===== src/rtl/core/rid_enc_pkg.sv =====
// ----------------------------------------------------------------------------
// rid_enc_pkg
// Shared types, constants and digit alphabets for the radix 94 / 64 id encoder.
// ----------------------------------------------------------------------------
package rid_enc_pkg;

  localparam int unsigned ValueW  = 128;
  localparam int unsigned ChunkW  = 16;
  localparam int unsigned NumChnk = ValueW / ChunkW;
  localparam int unsigned IdxW    = $clog2(NumChnk);
  localparam int unsigned DigitW  = 6;
  localparam int unsigned RemW    = 7;
  localparam int unsigned CharW   = 7;

  // reciprocal of 94 scaled by 2**30, exact after one correction step
  localparam int unsigned CurW       = RemW + ChunkW;
  localparam int unsigned RecipW     = 24;
  localparam int unsigned RecipShift = 30;
  localparam int unsigned ProdW      = CurW + RecipW;
  localparam logic [RecipW-1:0] RecipM = 24'd11422785;
  localparam logic [RemW-1:0]   Base94 = 7'd94;

  typedef enum logic [1:0] {
    StIdle,
    StShift,
    StMul,
    StCorr
  } state_e;

  function automatic logic [CharW-1:0] alpha_char(input logic b94, input logic [RemW-1:0] idx);
    logic [CharW-1:0] ch;
    ch = '0;
    if (idx < 7'd10) begin
      ch = 7'(idx + 7'd48);
    end else if (idx < 7'd36) begin
      ch = 7'(idx + 7'd87);
    end else if (idx < 7'd62) begin
      ch = 7'(idx + 7'd29);
    end else if (!b94) begin
      ch = (idx == 7'd62) ? 7'd95 : 7'd45;
    end else if (idx < 7'd77) begin
      ch = 7'(idx - 7'd29);
    end else if (idx < 7'd84) begin
      ch = 7'(idx - 7'd19);
    end else if (idx == 7'd84) begin
      ch = 7'd91;
    end else if (idx == 7'd85) begin
      ch = 7'd93;
    end else if (idx == 7'd86) begin
      ch = 7'd92;
    end else if (idx < 7'd90) begin
      ch = 7'(idx + 7'd7);
    end else begin
      ch = 7'(idx + 7'd33);
    end
    return ch;
  endfunction

endpackage


===== src/rtl/core/rid_enc_div94.sv =====
// ----------------------------------------------------------------------------
// rid_enc_div94
// Divide-by-94 step on one 16-bit chunk with a carried remainder.
// ----------------------------------------------------------------------------
module rid_enc_div94 import rid_enc_pkg::*; (
  input  logic              clk_i,
  input  logic              load_i,
  input  logic [RemW-1:0]   rem_i,
  input  logic [ChunkW-1:0] chunk_i,
  output logic [ChunkW-1:0] quot_o,
  output logic [RemW-1:0]   rem_o
);

  logic [CurW-1:0]  cur_d;
  logic [CurW-1:0]  cur_q;
  logic [ProdW-1:0] prod_q;
  logic [ChunkW-1:0] q0;
  logic [RemW:0]     r0;
  logic [CurW-1:0]   q0_times;

  assign cur_d = {rem_i, chunk_i};

  always_ff @(posedge clk_i) begin
    if (load_i) begin
      cur_q  <= cur_d;
      prod_q <= ProdW'(cur_d) * ProdW'(RecipM);
    end
  end

  // estimate is the quotient or one below it
  always_comb begin
    q0       = prod_q[RecipShift +: ChunkW];
    q0_times = CurW'(q0) * CurW'(Base94);
    r0       = (RemW+1)'(cur_q - q0_times);
    if (r0 >= {1'b0, Base94}) begin
      quot_o = q0 + ChunkW'(1);
      rem_o  = RemW'(r0 - {1'b0, Base94});
    end else begin
      quot_o = q0;
      rem_o  = RemW'(r0);
    end
  end

endmodule


===== src/rtl/core/radix94_or_64_id_encoder.sv =====
// ----------------------------------------------------------------------------
// radix94_or_64_id_encoder
// Converts a 128-bit id into ASCII digits, least significant digit first.
// ----------------------------------------------------------------------------
// base 64: one digit per cycle unless stalled, up to 22 digits, then ready
// base 94: each digit runs the 8 chunks of 16 bits, top chunk first, through
//   the shared divide-by-94 unit (StMul, then StCorr), up to 20 digits
// a zero id gives one empty item, loaded into the output register on accept
// the block takes no new item until the last digit is in the output register
// asynchronous active-low reset clears control state and selects base 64
module radix94_or_64_id_encoder import rid_enc_pkg::*; (
  input  logic              clk_i,
  input  logic              rst_ni,
  input  logic              cfg_valid_i,
  output logic              cfg_ready_o,
  input  logic              cfg_data_i,
  input  logic              in_valid_i,
  output logic              in_stall_o,
  input  logic [63:0]       value_low_i,
  input  logic [63:0]       value_high_i,
  output logic              out_valid_o,
  input  logic              out_stall_i,
  output logic [CharW-1:0]  digit_char_o,
  output logic              last_o,
  output logic              empty_res_o
);

  state_e state_q, state_d;

  logic              use_b94_q;
  logic [ValueW-1:0] val_q, val_d;
  logic [RemW-1:0]   rem_q, rem_d;
  logic [IdxW-1:0]   idx_q, idx_d;

  logic              out_valid_q;
  logic [CharW-1:0]  out_char_q, out_char_d;
  logic              out_last_q, out_last_d;
  logic              out_empty_q, out_empty_d;
  logic              out_load;

  logic              can_emit;
  logic              in_acc;
  logic              in_zero;
  logic              shift_zero;
  logic              new_zero;
  logic              div_load;
  logic [ChunkW-1:0] div_quot;
  logic [RemW-1:0]   div_rem;
  logic [ChunkW-1:0] cur_chunk;

  assign can_emit   = !out_valid_q || !out_stall_i;
  assign in_stall_o = (state_q != StIdle) || !can_emit;
  assign in_acc     = in_valid_i && !in_stall_o;
  assign in_zero    = (value_low_i == '0) && (value_high_i == '0);
  assign shift_zero = (val_q[ValueW-1:DigitW] == '0);
  assign new_zero   = (val_q[ValueW-1:ChunkW] == '0) && (div_quot == '0);
  assign cur_chunk  = val_q[{idx_q, 4'b0000} +: ChunkW];
  assign cfg_ready_o = 1'b1;

  rid_enc_div94 u_div (
    .clk_i   (clk_i),
    .load_i  (div_load),
    .rem_i   (rem_q),
    .chunk_i (cur_chunk),
    .quot_o  (div_quot),
    .rem_o   (div_rem)
  );

  // next state
  always_comb begin
    state_d = state_q;
    unique case (state_q)
      StIdle: begin
        if (in_acc && !in_zero) begin
          state_d = use_b94_q ? StMul : StShift;
        end
      end
      StShift: begin
        if (can_emit && shift_zero) begin
          state_d = StIdle;
        end
      end
      StMul: begin
        state_d = StCorr;
      end
      StCorr: begin
        if (idx_q != '0) begin
          state_d = StMul;
        end else if (can_emit) begin
          state_d = new_zero ? StIdle : StMul;
        end
      end
      default: state_d = StIdle;
    endcase
  end

  // datapath and outputs
  always_comb begin
    val_d       = val_q;
    rem_d       = rem_q;
    idx_d       = idx_q;
    div_load    = 1'b0;
    out_load    = 1'b0;
    out_char_d  = out_char_q;
    out_last_d  = out_last_q;
    out_empty_d = out_empty_q;
    unique case (state_q)
      StIdle: begin
        if (in_acc) begin
          val_d = {value_high_i, value_low_i};
          rem_d = '0;
          idx_d = '1;
          if (in_zero) begin
            out_load    = 1'b1;
            out_char_d  = '0;
            out_last_d  = 1'b1;
            out_empty_d = 1'b1;
          end
        end
      end
      StShift: begin
        if (can_emit) begin
          out_load    = 1'b1;
          out_char_d  = alpha_char(1'b0, {1'b0, val_q[DigitW-1:0]});
          out_last_d  = shift_zero;
          out_empty_d = 1'b0;
          val_d       = val_q >> DigitW;
        end
      end
      StMul: begin
        div_load = 1'b1;
      end
      StCorr: begin
        if (idx_q != '0) begin
          val_d[{idx_q, 4'b0000} +: ChunkW] = div_quot;
          rem_d = div_rem;
          idx_d = idx_q - IdxW'(1);
        end else if (can_emit) begin
          val_d[{idx_q, 4'b0000} +: ChunkW] = div_quot;
          rem_d       = '0;
          idx_d       = '1;
          out_load    = 1'b1;
          out_char_d  = alpha_char(1'b1, div_rem);
          out_last_d  = new_zero;
          out_empty_d = 1'b0;
        end
      end
      default: ;
    endcase
  end

  always_ff @(posedge clk_i or negedge rst_ni) begin
    if (!rst_ni) begin
      state_q     <= StIdle;
      use_b94_q   <= 1'b0;
      rem_q       <= '0;
      idx_q       <= '1;
      out_valid_q <= 1'b0;
    end else begin
      state_q <= state_d;
      rem_q   <= rem_d;
      idx_q   <= idx_d;
      if (cfg_valid_i && cfg_ready_o) begin
        use_b94_q <= cfg_data_i;
      end
      if (out_load) begin
        out_valid_q <= 1'b1;
      end else if (!out_stall_i) begin
        out_valid_q <= 1'b0;
      end
    end
  end

  always_ff @(posedge clk_i) begin
    val_q       <= val_d;
    out_char_q  <= out_char_d;
    out_last_q  <= out_last_d;
    out_empty_q <= out_empty_d;
  end

  assign out_valid_o  = out_valid_q;
  assign digit_char_o = out_char_q;
  assign last_o       = out_last_q;
  assign empty_res_o  = out_empty_q;

endmodule


===== config.mk =====
export PLATFORM = sky130hd
export DESIGN_NAME = radix94_or_64_id_encoder
export DESIGN_NICKNAME = d
export VERILOG_FILES = /design/src/rtl/core/rid_enc_pkg.sv /design/src/rtl/core/rid_enc_div94.sv /design/src/rtl/core/radix94_or_64_id_encoder.sv
export SDC_FILE = /design/constraint.sdc
export NUM_CORES = 1
export LEC_CHECK = 0
export BUFFER_PORTS_ARGS = -buffer_cell sky130_fd_sc_hd__buf_2
export CAP_MARGIN = 5
export CORE_UTILIZATION = 45
export DETAILED_ROUTE_END_ITERATION = 12
export PLACE_DENSITY = 0.65
export SETUP_SLACK_MARGIN = 0.3
export SYNTH_ARGS = -nofsm -noshare
export SYNTH_HDL_FRONTEND = slang
export SYNTH_SLANG_ARGS = --single-unit

===== constraint.sdc =====
create_clock -name clk_i -period 14.9 [get_ports clk_i]
set_clock_uncertainty 0.1 [all_clocks]
set_input_delay 2.98 -clock clk_i [delete_from_list [all_inputs] [get_ports clk_i]]
set_output_delay 2.98 -clock clk_i [all_outputs]
set_load 0.01 [all_outputs]

Word-level counts from Yosys, hierarchy flattened. Cells that the tools add are included. Widths: inputs -> output; s select.

Flip-flop bits (word level): 205. Bits in latches: 0. Bits in writable memories: 0. Memory bits (read-only): 0. Memories kept: 0.

Add/subtract/negate cells: 15. Multipliers: 2. Div/mod/pow operators: 0. $lt $le $gt $ge: 10. Equality and inequality tests: 16. Shifts and indexed selects: 3. Multiplexer cells: 59. Bitwise logic cells: 0. Reduce and logical (&&, ||, !) cells: 27.

Operator list (count): $mux 128 (4); $pmux 128 s3 (1); $mux 7 (22); $bwmux 128 (1); $logic_not 64->1 (2); $shift 16x9->128 const A (1); $shiftx 128x8->16 (1); $shiftx 16x9->128 (1); $logic_not 122->1 (1); $logic_not 112->1 (1); $mul 23x24->46 const B (1); $eq 7x7->1 const B (3); $lt 7x7->1 const B (3); $pmux 7 s3 (1); $add 16x1->16 const B (1); $logic_not 16->1 (1); $mul 16x6->7 const B (1); $mux 16 (1); $add 7x6->7 const B (2); $lt 7x6->1 const B (2); $mux 1 (14); $ne 2x2->1 const B (7); $pmux 7 s2 (1); $sub 7x5->7 const B (2); 33 further kinds (57).

Longest topological paths before layout.
Depth after elaboration: 17. Depth in mapped cells: 31. Gate-level depth less buffers: 28.

Cells and area by module. A second synthesis with hierarchy kept.

Cells, all modules: 2087. Area, all modules: 21189.1 um2.

By module, submodules not included: radix94_or_64_id_encoder (times used 1, cells each 1216, area each 11944.0 um2, seq. area each 4468.0 um2); rid_enc_div94 (times used 1, cells each 871, area each 9245.1 um2, seq. area each 720.7 um2).

Worst setup path before layout. No wires, ideal clock.

Path kind: input port to flip-flop. Start point: input out_stall_i. End point: register val_q[0] (enable). Data arrival time: 12.186 ns. Data required time: 14.008 ns. Slack: 1.823 ns. Stages on the path: 3. Buffers on the path: 0. Path through: nand2_1 > nand2_1 > o21ai_0.

Cells in the longest elaborated chain, start to end: 8. Elaborated cells between the ends (all ways): 10.

RTL lines: from (decl) (line radix94_or_64_id_encoder.sv:22) `input logic out_stall_i,`; $logic_not 1->1 *; $logic_or 1x1->1 * (line radix94_or_64_id_encoder.sv:51) `assign can_emit = !out_valid_q || !out_stall_i;`; $logic_not 1->1 (line radix94_or_64_id_encoder.sv:52) `assign in_stall_o = (state_q != StIdle) || !can_emit;`; $logic_or 1x1->1 (line radix94_or_64_id_encoder.sv:52); $logic_not 1->1 (line radix94_or_64_id_encoder.sv:53) `assign in_acc = in_valid_i && !in_stall_o;`; $logic_and 1x1->1 (line radix94_or_64_id_encoder.sv:53); $ne 2x2->1 (no line); $reduce_and 4->1 (no line) *; to (signal assigned) (line radix94_or_64_id_encoder.sv:175) `val_q <= val_d;`; to (decl) (line radix94_or_64_id_encoder.sv:31) `logic [ValueW-1:0] val_q, val_d;`.

Mark *: on every way between the ends. The rest lies on a longest branch, timed or not. A chain may end at the register's enable or synchronous reset.

Worst setup path in the final report.
Start point: register idx_q[0]. End point: register u_div.prod_q[44] (data pin).

Cells in the longest elaborated chain, start to end: 2.

RTL lines: from (decl) (line radix94_or_64_id_encoder.sv:33) `logic [IdxW-1:0] idx_q, idx_d;`; from (signal assigned) (line radix94_or_64_id_encoder.sv:162) `idx_q <= idx_d;`; $shiftx 128x8->16 (line radix94_or_64_id_encoder.sv:57) `assign cur_chunk = val_q[{idx_q, 4'b0000} +: ChunkW];`; via cur_chunk[4] (line radix94_or_64_id_encoder.sv:49) `logic [ChunkW-1:0] cur_chunk;`; $mul 23x24->46 (line rid_enc_div94.sv:26) `prod_q <= ProdW'(cur_d) * ProdW'(RecipM);`; to (signal assigned) (line rid_enc_div94.sv:26); to (decl) (line rid_enc_div94.sv:16) `logic [ProdW-1:0] prod_q;`.

The timed path passes the listed nets, and every way through them passes these cells.

==> impl_metrics.ini <==
[worst_setup_path]
critical_path.max_fanout = 39
cp.arrival_ps = 9130
worst_ep_required_time_ps = 15010
worstSetupPathType = flip-flop to flip-flop
cp-start-kind = flip-flop
reg2reg_slack_ps = 5890
cpMaxStageDelayCell = or4b_2
slowest_delay_ps = 700
end_kind = flip-flop

[yosys]
synth-edff-count = 161
ys_seq_area_share_pct = 24.4
ys_types = 90
syn_area_per_cell_sq_um = 9.40
yosysTopAreaCellShare_pct = 22.8
syn-num-nets = 2814
synthTopCellsByArea = edfxtp_1, ha_1, fa_1
synth_area_leader_cell = edfxtp_1
synthesis.area_sq_um = 21200
synthArstFlopShare_pct = 8.00
ys_ff_latch = 175
ys_warn_count = 0
syn-instance-count = 2261
ys.flop_type = edfxtp_1

[cts]
cts_setup_buffers = 0
cts_tree = built
cts.clk_slew.worst_paths_ps = 80
cts-htree-levels = 4
clk_path_buf_depth = 2
cts_resized = 0
cts_sinks = 175
root_buffer = clkbuf_16
holdBufCountCts = 0
cts_buffers = 17
insertion_delay_ps = 470

[drt]
drc_errors = 0
num_vias = 18600
vias_per_cell = 6.31
wl_um = 76800
wl_per_cell_um = 26.0
drtIter0Drc = 2135
ant_nets = 0
firstDrtPassIters = 6

[cells_and_area]
drive_gt1_share_pct = 12.1
final_util_pct = 49.6
final.fill_count = 4307
nets = 2883
area_delta_synth_final_pct = 8.67

[sta]
final_max_slew_viol_count = 0
hold_viol = 0
whs_ps = 520
period_minus_slack_ps = 9010
fmax_mhz = 111
worst_slack_ps = 5890
setup_viol = 0
max-slew-margin-rel_pct = 11.2
rsz0062_at_grt = no
finalSetupTns_ps = 0
min_period_over_period_pct = 60.5
tightest_slew_ps = 1320

[pwr]
swShare_pct = 44.5
pwr-share-seq_pct = 23.3
pwr-share-clk_pct = 15.2
power_switching_w = 0.00134
p_int_w = 0.00167
powerDensity_nw_per_um2 = 131
p_leak_nw = 10.4
p_comb_share_pct = 61.6
ir_worst_vdd_v = 0.000186

[floorplanning]
ioPinCount = 146
chipHeight_um = 219
die_x_um = 219
rows = 79
start_util_pct = 45.6
core_sq_um = 46600
dieArea_sq_um = 48100

[place]
dpl_worst_slack_ps = 5890
place_congestion = 1.04
portBuffers = 144
dpl.hpwl_um = 59200

[flow_run]
max_cap_violations = 0

[status]
status = finished clean

[grt]
grt_pass1_wl_um = 116000
grt_max_degree = 102
grt_usage_pct = 32.8
grt_overflow = 0
antenna_found_initial = 4
grt_pass1_vias = 18600

[min_path]
min_path_type = flip-flop to flip-flop
-- critical path, delay by kind of cell (launching register included) --
family          cells  cell delay, ps
mux                 1             590
simple gates        5            1220
flops               1             520
fa+ha+maj           8            3600
xor+xnor            1             130
compound gates      7            1560
buf+inv             7             990
-- worst paths after layout --
path                                    end  cells past startpoint        start
max reg2reg                u_div.prod_q[44]                     29     idx_q[0]
max in group asynchronous          idx_q[2]                      1       rst_ni
min in group asynchronous         use_b94_q                      1       rst_ni
min                             empty_res_o                      2  empty_res_o
max                        u_div.prod_q[44]                     29     idx_q[0]
min reg2reg                     empty_res_o                      2  empty_res_o
-- cell families after synthesis --
kind of cell	share of synthesized area, %
other	0.0176
AOI/OAI and AO/OA	18.1
adders and majority gates	30.1
xor gates and xnor gates	2.57
and+or+nand+nor	11.4
buffers and inverters	8.34
muxes	5.11
DFF	24.4
-- layout by cell type, fill, tap and decap left out, types with 57 or more instances in the layout --
cell type and count:
fa_1 154, o311ai_0 57, nor2_1 85, a21oi_1 85
o211ai_1 98, o21ai_0 133, inv_1 341, buf_2 144
nand2_1 218, edfxtp_1 161, ha_1 265, nor4_1 65
-- sequential cells by signal, summed over array words and instances, names as in the netlist --
| signal | count |
|---|---|
| digit_char_o | 7 |
| val_q | 128 |
| state_q | 2 |
| u_div.prod_q | 22 |
| rem_q | 7 |
| out_valid_o | 1 |
| last_o | 1 |
| idx_q | 3 |
| empty_res_o | 1 |
| use_b94_q | 1 |
| u_div.cur_q | 2 |
-- metrics by stage --
step / cell area, sq um / cells / power [W]
final: 23100 / 2953 / 0.00302
after global routing: 23100 / 2950 / 0.00331
after CTS: 23100 / 2950 / 0.00303
after detailed placement: 22500 / 2918 / 0.00255
after global placement: 22500 / 2918 / 0.00250
after floorplan: 21200 / 2261 / 0.00202
-- synth_stat cells (15+ instances only) --
library cell  count
fa_1            154
nand4_1          28
ha_1            265
inv_1           341
mux4_2           32
a21o_1           17
nor2_1           86
o211ai_1         98
clkbuf_1        100
nor4_1           66
o311ai_1         21
xnor2_1          34
nor3_1           29
o21ai_1          30
o21ai_0         134
a21oi_1          85
a31oi_1          22
mux2i_1          29
nand3_1          20
o311ai_0         57
o2bb2ai_1        18
edfxtp_1        161
nand2_1         218
a211oi_1         15
-- power by group through the flow --
stage               Combinational, W  Sequential [W]  Clock (W)
global route                 0.00214        0.000697   0.000476
finish                       0.00186        0.000702   0.000458
global placement             0.00179        0.000706          0
CTS                          0.00187        0.000695   0.000460
floorplan                    0.00136        0.000663          0
detailed placement           0.00184        0.000705          0
-- per-layer routing --
metal	vias to the layer above	share of wire [%]	global-route usage, %
met2	1065	46	51.7
met4	2	7.0	21.0
li1	8295	-	-
met3	275	8.6	6.60
met5	-	0.014	0
met1	9010	39	41.0
-- area by class of cell --
class                      count  area (sq um)  share of cell area, %
inverter                     346          1300                   5.62
clock inverter                13           128                  0.553
sequential                   175          5200                   22.5
antenna                        3          7.51                 0.0325
tap                          607           759                   3.29
clock buffer                  19           433                   1.87
timing repair buffer         170           916                   3.97
multi-input combinational   1620         14400                   62.2
(Power assumes the default switching activity.)
